--- src/design/gpioed_pkg.sv ---
// Shared types and constants for the GPIO register block with event detection.
package gpioed_pkg;

  // Fixed widths of the pin and bus fields
  localparam int IO_W   = 54;
  localparam int WORD_W = 32;
  localparam int WIDX_W = 6;

  // Beat function codes
  typedef enum logic [1:0] {
    FUNC_READ  = 2'd0,
    FUNC_WRITE = 2'd1,
    FUNC_TICK  = 2'd2,
    FUNC_NOP   = 2'd3
  } func_t;

  // Register word offsets
  localparam logic [WIDX_W-1:0] W_FSEL_LAST = 6'd5;
  localparam logic [WIDX_W-1:0] W_SET0      = 6'd7;
  localparam logic [WIDX_W-1:0] W_SET1      = 6'd8;
  localparam logic [WIDX_W-1:0] W_CLR0      = 6'd10;
  localparam logic [WIDX_W-1:0] W_CLR1      = 6'd11;
  localparam logic [WIDX_W-1:0] W_LEV0      = 6'd13;
  localparam logic [WIDX_W-1:0] W_LEV1      = 6'd14;
  localparam logic [WIDX_W-1:0] W_EDS0      = 6'd16;
  localparam logic [WIDX_W-1:0] W_EDS1      = 6'd17;
  localparam logic [WIDX_W-1:0] W_REN0      = 6'd19;
  localparam logic [WIDX_W-1:0] W_REN1      = 6'd20;
  localparam logic [WIDX_W-1:0] W_FEN0      = 6'd22;
  localparam logic [WIDX_W-1:0] W_FEN1      = 6'd23;
  localparam logic [WIDX_W-1:0] W_HEN0      = 6'd25;
  localparam logic [WIDX_W-1:0] W_HEN1      = 6'd26;
  localparam logic [WIDX_W-1:0] W_LEN0      = 6'd28;
  localparam logic [WIDX_W-1:0] W_LEN1      = 6'd29;
  localparam logic [WIDX_W-1:0] W_PUD       = 6'd37;
  localparam logic [WIDX_W-1:0] W_PUDCLK0   = 6'd38;
  localparam logic [WIDX_W-1:0] W_PUDCLK1   = 6'd39;

  // Pins per function select word and field codes
  localparam int          FSEL_PER_WORD = 10;
  localparam int          FSEL_WORDS    = 6;
  localparam logic [2:0]  FSEL_OUT      = 3'd1;
  localparam logic [1:0]  PULL_DOWN     = 2'd1;
  localparam logic [1:0]  PULL_UP       = 2'd2;

  // One input beat
  typedef struct packed {
    func_t               func;
    logic [WIDX_W-1:0]   word_index;
    logic [WORD_W-1:0]   write_data;
    logic [IO_W-1:0]     pin_levels;
  } op_t;

  // One result beat
  typedef struct packed {
    logic [WORD_W-1:0]   read_data;
    logic [IO_W-1:0]     drive_levels;
    logic [IO_W-1:0]     drive_enable;
    logic [IO_W-1:0]     pull_up_mask;
    logic [IO_W-1:0]     pull_down_mask;
    logic                event_pending;
  } res_t;

endpackage

--- src/design/gpio_register_block_edge_detect_unit.sv ---
// A beat is taken into the input register, applied to the register file as it moves on, and
// its result is held in the result register. Throughput: one beat per cycle while out_stall
// is low; the register file updates between the input register and the result register.
// Reset (synchronous, active low) empties both registers and clears all GPIO state:
// every pin input, latches, enables, event status and pulls at zero.
module gpio_register_block_edge_detect_unit #(
  parameter int PINS = 54
) (
  input  logic                          clk,
  input  logic                          rst_n,
  input  logic                          in_valid,
  output logic                          in_stall,
  input  logic [1:0]                    in_func,
  input  logic [gpioed_pkg::WIDX_W-1:0] in_word_index,
  input  logic [gpioed_pkg::WORD_W-1:0] in_write_data,
  input  logic [gpioed_pkg::IO_W-1:0]   in_pin_levels,
  output logic                          out_valid,
  input  logic                          out_stall,
  output logic [gpioed_pkg::WORD_W-1:0] out_read_data,
  output logic [gpioed_pkg::IO_W-1:0]   out_drive_levels,
  output logic [gpioed_pkg::IO_W-1:0]   out_drive_enable,
  output logic [gpioed_pkg::IO_W-1:0]   out_pull_up_mask,
  output logic [gpioed_pkg::IO_W-1:0]   out_pull_down_mask,
  output logic                          out_event_pending
);

  logic             in_vld_r;
  gpioed_pkg::op_t  in_op_r;
  logic             out_vld_r;
  gpioed_pkg::res_t out_res_r;
  gpioed_pkg::res_t res;
  logic             adv;
  logic             in_acc;

  // Stage advances when the result register is free or draining
  assign adv      = in_vld_r && (!out_vld_r || !out_stall);
  assign in_stall = in_vld_r && !adv;
  assign in_acc   = in_valid && !in_stall;

  gpioed_regs #(.PINS(PINS)) u_regs (
    .clk   (clk),
    .rst_n (rst_n),
    .apply (adv),
    .op    (in_op_r),
    .res   (res)
  );

  // Input register
  always_ff @(posedge clk) begin
    if (!rst_n) begin
      in_vld_r <= 1'b0;
    end else if (in_acc) begin
      in_vld_r <= 1'b1;
    end else if (adv) begin
      in_vld_r <= 1'b0;
    end
  end

  always_ff @(posedge clk) begin
    if (in_acc) begin
      in_op_r.func       <= gpioed_pkg::func_t'(in_func);
      in_op_r.word_index <= in_word_index;
      in_op_r.write_data <= in_write_data;
      in_op_r.pin_levels <= in_pin_levels;
    end
  end

  // Result register
  always_ff @(posedge clk) begin
    if (!rst_n) begin
      out_vld_r <= 1'b0;
    end else if (adv) begin
      out_vld_r <= 1'b1;
    end else if (!out_stall) begin
      out_vld_r <= 1'b0;
    end
  end

  always_ff @(posedge clk) begin
    if (adv) begin
      out_res_r <= res;
    end
  end

  assign out_valid          = out_vld_r;
  assign out_read_data      = out_res_r.read_data;
  assign out_drive_levels   = out_res_r.drive_levels;
  assign out_drive_enable   = out_res_r.drive_enable;
  assign out_pull_up_mask   = out_res_r.pull_up_mask;
  assign out_pull_down_mask = out_res_r.pull_down_mask;
  assign out_event_pending  = out_res_r.event_pending;

  // Stall only while a beat sits in the input register
  a_stall_needs_beat: assert property (@(posedge clk) disable iff (!rst_n)
    in_stall |-> in_vld_r)
    else $error("input stalled with empty input register");

  // An applied beat always lands in the result register
  a_adv_fills_out: assert property (@(posedge clk) disable iff (!rst_n)
    adv |=> out_vld_r)
    else $error("applied beat lost before result register");

  // Only bus reads return data
  a_read_only_data: assert property (@(posedge clk) disable iff (!rst_n)
    (adv && in_op_r.func != gpioed_pkg::FUNC_READ) |=> (out_read_data == '0))
    else $error("non-read beat returned read data");

  // A waiting result is not overwritten
  a_no_overwrite: assert property (@(posedge clk) disable iff (!rst_n)
    (out_vld_r && out_stall) |-> !adv)
    else $error("stalled result overwritten");

endmodule

--- src/design/gpioed_regs.sv ---
// GPIO register file: bus read/write decode, pin sampling and event detection.
module gpioed_regs #(
  parameter int PINS = 54
) (
  input  logic             clk,
  input  logic             rst_n,
  input  logic             apply,
  input  gpioed_pkg::op_t  op,
  output gpioed_pkg::res_t res
);

  // Architectural state
  logic [2:0]      fsel_r  [PINS];
  logic [2:0]      fsel_nxt[PINS];
  logic [1:0]      pull_r  [PINS];
  logic [1:0]      pull_nxt[PINS];
  logic [PINS-1:0] latch_r, latch_nxt;
  logic [PINS-1:0] lev_r, lev_nxt;
  logic [PINS-1:0] eds_r, eds_nxt;
  logic [PINS-1:0] ren_r, ren_nxt;
  logic [PINS-1:0] fen_r, fen_nxt;
  logic [PINS-1:0] hen_r, hen_nxt;
  logic [PINS-1:0] len_r, len_nxt;
  logic [1:0]      pud_r, pud_nxt;

  logic                          wr;
  logic [gpioed_pkg::WORD_W-1:0] fsel_word [gpioed_pkg::FSEL_WORDS];
  logic [PINS-1:0]               pudclk_bits;
  logic [PINS-1:0]               now_lv;
  logic [PINS-1:0]               hits;
  logic [63:0]                   lv64;
  logic [PINS-1:0]               en_v, up_v, dn_v;
  logic [63:0]                   latch64, en64, up64, dn64;
  logic [gpioed_pkg::WORD_W-1:0] rd;

  // Place a 32-bit word into the low or high pin group
  function automatic logic [PINS-1:0] spread(input logic [31:0] d, input logic hi);
    logic [63:0] x;
    x = hi ? {d, 32'h0} : {32'h0, d};
    return x[PINS-1:0];
  endfunction

  // Replace one pin group, keep the other
  function automatic logic [PINS-1:0] replace_half(input logic [PINS-1:0] old,
                                                   input logic [31:0] d,
                                                   input logic hi);
    logic [63:0] x;
    x = 64'(old);
    if (hi) x[63:32] = d;
    else    x[31:0]  = d;
    return x[PINS-1:0];
  endfunction

  // Read one pin group as a word
  function automatic logic [31:0] half_of(input logic [PINS-1:0] v, input logic hi);
    logic [63:0] x;
    x = 64'(v);
    return hi ? x[63:32] : x[31:0];
  endfunction

  assign wr = apply && (op.func == gpioed_pkg::FUNC_WRITE);

  // Function select readback words and per-pin select writes
  for (genvar w = 0; w < gpioed_pkg::FSEL_WORDS; w++) begin : g_fword
    for (genvar k = 0; k < gpioed_pkg::FSEL_PER_WORD; k++) begin : g_fslot
      localparam int P = w * gpioed_pkg::FSEL_PER_WORD + k;
      if (P < PINS) begin : g_live
        assign fsel_word[w][3*k +: 3] = fsel_r[P];
      end else begin : g_dead
        assign fsel_word[w][3*k +: 3] = 3'd0;
      end
    end
    assign fsel_word[w][31:30] = 2'd0;
  end

  for (genvar p = 0; p < PINS; p++) begin : g_pin
    localparam int PW = p / gpioed_pkg::FSEL_PER_WORD;
    localparam int PK = p % gpioed_pkg::FSEL_PER_WORD;
    always_comb begin
      fsel_nxt[p] = fsel_r[p];
      if (wr && op.word_index == gpioed_pkg::WIDX_W'(PW)) begin
        fsel_nxt[p] = op.write_data[3*PK +: 3];
      end
    end
    // Pull clock copies the control value into the pulsed pins
    always_comb begin
      pull_nxt[p] = pudclk_bits[p] ? pud_r : pull_r[p];
    end
    assign en_v[p] = (fsel_nxt[p] == gpioed_pkg::FSEL_OUT);
    assign up_v[p] = (pull_nxt[p] == gpioed_pkg::PULL_UP);
    assign dn_v[p] = (pull_nxt[p] == gpioed_pkg::PULL_DOWN);
  end

  always_comb begin
    pudclk_bits = '0;
    if (wr && op.word_index == gpioed_pkg::W_PUDCLK0) pudclk_bits = spread(op.write_data, 1'b0);
    if (wr && op.word_index == gpioed_pkg::W_PUDCLK1) pudclk_bits = spread(op.write_data, 1'b1);
  end

  // Tick detection: edges against the previous sample, levels against enables
  assign lv64   = 64'(op.pin_levels);
  assign now_lv = lv64[PINS-1:0];
  assign hits   = (~lev_r & now_lv & ren_r) | (lev_r & ~now_lv & fen_r)
                | (now_lv & hen_r) | (~now_lv & len_r);

  // Next-state decode for word registers
  always_comb begin
    latch_nxt = latch_r;
    lev_nxt   = lev_r;
    eds_nxt   = eds_r;
    ren_nxt   = ren_r;
    fen_nxt   = fen_r;
    hen_nxt   = hen_r;
    len_nxt   = len_r;
    pud_nxt   = pud_r;
    if (apply) begin
      case (op.func)
        gpioed_pkg::FUNC_WRITE: begin
          case (op.word_index)
            gpioed_pkg::W_SET0: latch_nxt = latch_r | spread(op.write_data, 1'b0);
            gpioed_pkg::W_SET1: latch_nxt = latch_r | spread(op.write_data, 1'b1);
            gpioed_pkg::W_CLR0: latch_nxt = latch_r & ~spread(op.write_data, 1'b0);
            gpioed_pkg::W_CLR1: latch_nxt = latch_r & ~spread(op.write_data, 1'b1);
            gpioed_pkg::W_EDS0: eds_nxt = eds_r & ~spread(op.write_data, 1'b0);
            gpioed_pkg::W_EDS1: eds_nxt = eds_r & ~spread(op.write_data, 1'b1);
            gpioed_pkg::W_REN0: ren_nxt = replace_half(ren_r, op.write_data, 1'b0);
            gpioed_pkg::W_REN1: ren_nxt = replace_half(ren_r, op.write_data, 1'b1);
            gpioed_pkg::W_FEN0: fen_nxt = replace_half(fen_r, op.write_data, 1'b0);
            gpioed_pkg::W_FEN1: fen_nxt = replace_half(fen_r, op.write_data, 1'b1);
            gpioed_pkg::W_HEN0: hen_nxt = replace_half(hen_r, op.write_data, 1'b0);
            gpioed_pkg::W_HEN1: hen_nxt = replace_half(hen_r, op.write_data, 1'b1);
            gpioed_pkg::W_LEN0: len_nxt = replace_half(len_r, op.write_data, 1'b0);
            gpioed_pkg::W_LEN1: len_nxt = replace_half(len_r, op.write_data, 1'b1);
            gpioed_pkg::W_PUD:  pud_nxt = op.write_data[1:0];
            default: ;
          endcase
        end
        gpioed_pkg::FUNC_TICK: begin
          eds_nxt = eds_r | hits;
          lev_nxt = now_lv;
        end
        default: ;
      endcase
    end
  end

  // Read mux, from the state before this beat
  always_comb begin
    rd = '0;
    if (op.func == gpioed_pkg::FUNC_READ) begin
      if (op.word_index <= gpioed_pkg::W_FSEL_LAST) begin
        rd = fsel_word[op.word_index[2:0]];
      end else begin
        case (op.word_index)
          gpioed_pkg::W_LEV0: rd = half_of(lev_r, 1'b0);
          gpioed_pkg::W_LEV1: rd = half_of(lev_r, 1'b1);
          gpioed_pkg::W_EDS0: rd = half_of(eds_r, 1'b0);
          gpioed_pkg::W_EDS1: rd = half_of(eds_r, 1'b1);
          gpioed_pkg::W_REN0: rd = half_of(ren_r, 1'b0);
          gpioed_pkg::W_REN1: rd = half_of(ren_r, 1'b1);
          gpioed_pkg::W_FEN0: rd = half_of(fen_r, 1'b0);
          gpioed_pkg::W_FEN1: rd = half_of(fen_r, 1'b1);
          gpioed_pkg::W_HEN0: rd = half_of(hen_r, 1'b0);
          gpioed_pkg::W_HEN1: rd = half_of(hen_r, 1'b1);
          gpioed_pkg::W_LEN0: rd = half_of(len_r, 1'b0);
          gpioed_pkg::W_LEN1: rd = half_of(len_r, 1'b1);
          gpioed_pkg::W_PUD:  rd = {30'd0, pud_r};
          default:            rd = '0;
        endcase
      end
    end
  end

  // Result beat: read word plus post-update pin views
  assign latch64 = 64'(latch_nxt);
  assign en64    = 64'(en_v);
  assign up64    = 64'(up_v);
  assign dn64    = 64'(dn_v);

  assign res.read_data      = rd;
  assign res.drive_levels   = latch64[gpioed_pkg::IO_W-1:0];
  assign res.drive_enable   = en64[gpioed_pkg::IO_W-1:0];
  assign res.pull_up_mask   = up64[gpioed_pkg::IO_W-1:0];
  assign res.pull_down_mask = dn64[gpioed_pkg::IO_W-1:0];
  assign res.event_pending  = |eds_nxt;

  // State registers
  always_ff @(posedge clk) begin
    if (!rst_n) begin
      for (int i = 0; i < PINS; i++) begin
        fsel_r[i] <= '0;
        pull_r[i] <= '0;
      end
      latch_r <= '0;
      lev_r   <= '0;
      eds_r   <= '0;
      ren_r   <= '0;
      fen_r   <= '0;
      hen_r   <= '0;
      len_r   <= '0;
      pud_r   <= '0;
    end else begin
      for (int i = 0; i < PINS; i++) begin
        fsel_r[i] <= fsel_nxt[i];
        pull_r[i] <= pull_nxt[i];
      end
      latch_r <= latch_nxt;
      lev_r   <= lev_nxt;
      eds_r   <= eds_nxt;
      ren_r   <= ren_nxt;
      fen_r   <= fen_nxt;
      hen_r   <= hen_nxt;
      len_r   <= len_nxt;
      pud_r   <= pud_nxt;
    end
  end

endmodule
--- config.mk ---
export PLATFORM = sky130hd
export DESIGN_NAME = gpio_register_block_edge_detect_unit
export DESIGN_NICKNAME = d
export VERILOG_FILES = /design/src/design/gpioed_pkg.sv /design/src/design/gpio_register_block_edge_detect_unit.sv /design/src/design/gpioed_regs.sv
export SDC_FILE = /design/constraint.sdc
export NUM_CORES = 2
export LEC_CHECK = 0
export ABC_CLOCK_PERIOD_IN_PS = 23600
export BUFFER_PORTS_ARGS = -buffer_cell sky130_fd_sc_hd__buf_2
export CAP_MARGIN = 15
export CORE_ASPECT_RATIO = 0.5
export CORE_MARGIN = 2
export CORE_UTILIZATION = 58
export CTS_BUF_LIST = sky130_fd_sc_hd__clkbuf_8
export DETAILED_ROUTE_END_ITERATION = 10
export PLACE_DENSITY = 0.78
export REMOVE_ABC_BUFFERS = 1
export SLEW_MARGIN = 20
export SYNTH_ARGS = -nofsm -noshare
export SYNTH_HDL_FRONTEND = slang
export SYNTH_SLANG_ARGS = --single-unit
--- constraint.sdc ---
create_clock -name clk -period 23.6 [get_ports clk]
set_input_delay 2.36 -clock clk [delete_from_list [all_inputs] [get_ports clk]]
set_output_delay 2.36 -clock clk [all_outputs]
set_load 0.005 [all_outputs]
==> out/metrics.yaml <==
critical_path:
  cpPeakStageDelay_ns: 0.99
  crit_type: "input pin to flip-flop"
  worst-endpoint-required_ns: 24.30
  crit_top_cell: "buf_4"
  critPathLaunchType: "input pin"
  crit_slowest_cell: "and2_2"
  cp_data_arrival_time_ns: 6.26
  worst-path-max-fanout: 60
  path_cells: "buf_2 > a21boi_4 > buf_4 > and2_2 > buf_4 > buf_4 > and2_2 > nand3_1 > a21oi_1"
  endpoint_kind: "flip-flop"
  crit_family: "buffers and inverters"
  crit_buf_inv: 4
final_layout:
  nets: 4821
  top_regs: "u_regs.fsel_r: 162 flops, u_regs.pull_r: 108 flops, in_op_r: 94 flops"
  largest_register_ffs: 162
  top_register: "u_regs.fsel_r"
  drive_above_1_share: 0.1479
  syn_to_final_growth_pct: 11.92
logic_synthesis:
  synth_edf_count: 343
  post_synth_num_cell_types: 52
  ys_seq_elements: 995
  postSynthAreaPerCell_um2: 9.152
  synthCells: 4531
  yosysWarnings: 0
  synthArstFlopShare: 0
  yosys_most_used_dff: "dfxtp_1"
  synth_area_um2: 41470
  ys_seq_area_frac: 0.5631
global_route:
  grt_usage: 0.3461
  first_global_vias: 35180
  grt_first_pass_wirelength_mm: 197.4
  grt_start_max_net_pins: 177
  overflow: 0
  grt_antenna_before_repair: 1
power:
  power_mw: 3.275
  p_leak_nw: 15.42
  power_density_nw_per_um2: 70.57
  irDropWorstVdd_uv: 36.43
clock_network:
  cts_hold_buf: 0
  post-cts-setup-buffers: 0
  clock_path_buffers: 3
  htreeDepth: 4
  cts_buffers: 138
  post_cts_resized: 0
  cts.sinks: 995
  path_clk_slew_ns: 0.07
  clock_latency_ns: 0.79
  root_buffer: "clkbuf_8"
  cts_tree: "done"
sta:
  max_slew_margin: 0.2288
  setup_violations: 0
  worst_pin_slew_ns: 1.151
  hold_viol: 0
  period_share: 0.2356
  fin_tns_setup_ns: 0
  fin_skew_ns: 0.03005
  grt_setup_unrepaired: "no"
  fmax_ghz: 0.1799
  min_period_ns: 5.560
  slew_viol_final: 0
route:
  dr.pass1.iters: 6
  drtIter0Drc: 5187
  vias: 37100
  drc_errors: 0
  vias_per_cell: 6.404
  wl_per_cell_um: 22.79
  routed_wl_mm: 132.0
  antenna_left: 0
floorplan:
  start_util: 0.5851
  die_w_um: 382.2
  die-area_um2: 73780
  die_h_um: 193.1
  rows: 69
  coreArea_um2: 70880
  io_pins: 349
status:
  status: "finished, final reports clean"
place:
  post-dp-hpwl_mm: 80.70
  gp_congestion: 0.9285
  portBuffers: 348
flow_run:
  drv_cap: 0
min_path:
  hp-class: "flip-flop to flip-flop"
-- power by group --
part           total [mW]  switching (mW)  internal [mW]
combinational       0.149           0.110         0.0387
clock                1.30           0.656          0.646
sequential           1.82          0.0223           1.80
total                3.28           0.789           2.49
-- layout make-up --
class / count / area [um2]
Clock inverter: 89 / 406.6
Timing Repair Buffer: 435 / 2395
Clock buffer: 165 / 2271
Sequential cell: 995 / 23350
Inverter: 72 / 277.8
Fill cell: 5616 / 24460
Antenna cell: 1 / 2.502
Multi-Input combinational cell: 3078 / 16510
Tap cell: 958 / 1199
-- through the flow --
stage	hold WS, ns	setup slack [ns]	cells	utilization	cell area, um2
global route	0.4825	17.97	5793	0.6548	46410
CTS	0.4666	18.27	5792	0.6547	46400
global placement	0.4494	17.48	5537	0.6167	43710
floorplan	0.4433	5.083	4145	-	39970
finish	0.4669	18.04	5793	0.6548	46410
detailed placement	0.4577	17.44	5538	0.6169	43720
-- worst paths after layout --
check                  startpoint                    to  slack, ns  cells after the start
min          u_regs.pull_r[0][73]  u_regs.pull_r[0][73]       0.47                      2
max reg2reg           in_op_r[88]      out_read_data[5]      18.60                      8
min reg2reg  u_regs.pull_r[0][73]  u_regs.pull_r[0][73]       0.47                      2
max                     out_stall      u_regs.fen_r[22]      18.04                      9
-- worst register-to-register path: cells and delay by family, from the launching register on --
family          cells  cell delay, ns
simple gates        1            1.17
buf+inv             2            1.51
compound gates      5            1.15
flops               1            0.86
-- synthesized netlist by cell type (36+ instances only) --
cell	number	area [um2]
nand2b_1	58	362.9
and2_1	97	606.8
o22ai_1	36	225.2
a22o_1	77	674.4
nor2_1	129	484.2
a31oi_1	59	369.1
o21ai_0	228	1141
edfxtp_1	343	10300
a211oi_1	52	390.4
inv_1	71	266.5
nand2_1	954	3581
nand3b_1	109	818.3
a21oi_1	646	3233
clkbuf_1	340	1276
dfxtp_1	652	13050
a22oi_1	136	1021
nand3_1	301	1506
-- cell usage in the layout (no fill, tap or decap), drive strengths merged, types with 3 or more instances in the layout --
| master | count |
|---|---|
| a21oi | 646 |
| ha | 3 |
| clkinv | 19 |
| nor2 | 130 |
| or3 | 4 |
| a21o | 4 |
| dfxtp | 652 |
| o211ai | 3 |
| edfxtp | 343 |
| o21ai | 233 |
| a211oi | 52 |
| nand3b | 109 |
| a221o | 9 |
| nor4 | 12 |
| a22oi | 136 |
| clkbuf | 165 |
| nor3 | 31 |
| mux2i | 4 |
| mux2 | 12 |
| a31oi | 59 |
| o22ai | 36 |
| nand4 | 22 |
| a221oi | 22 |
| nor2b | 9 |
| clkinvlp | 7 |
| nand2b | 58 |
| mux4 | 30 |
| nand2 | 956 |
| and3 | 8 |
| nor3b | 5 |
| and2 | 97 |
| nand3 | 301 |
| inv | 134 |
| a22o | 77 |
| buf | 435 |
-- cells by family after synthesis --
logic type,count (synthesis),synth area share
buf+inv,458,0.04263
simple gates,1749,0.1932
compound gates,1280,0.1796
fa+ha+maj,3,0.0009052
flops,995,0.5631
mux,46,0.02052
-- metal layers --
metal / vias to the layer above / GRT usage / wire [um]
met5: - / 0 / 0
met4: 0 / 0.1991 / 7611
met3: 552 / 0.08854 / 16570
met2: 2548 / 0.5325 / 58350
met1: 17590 / 0.4484 / 49470
li1: 16410 / - / -
No activity file was read; power rests on OpenSTA's default activity.
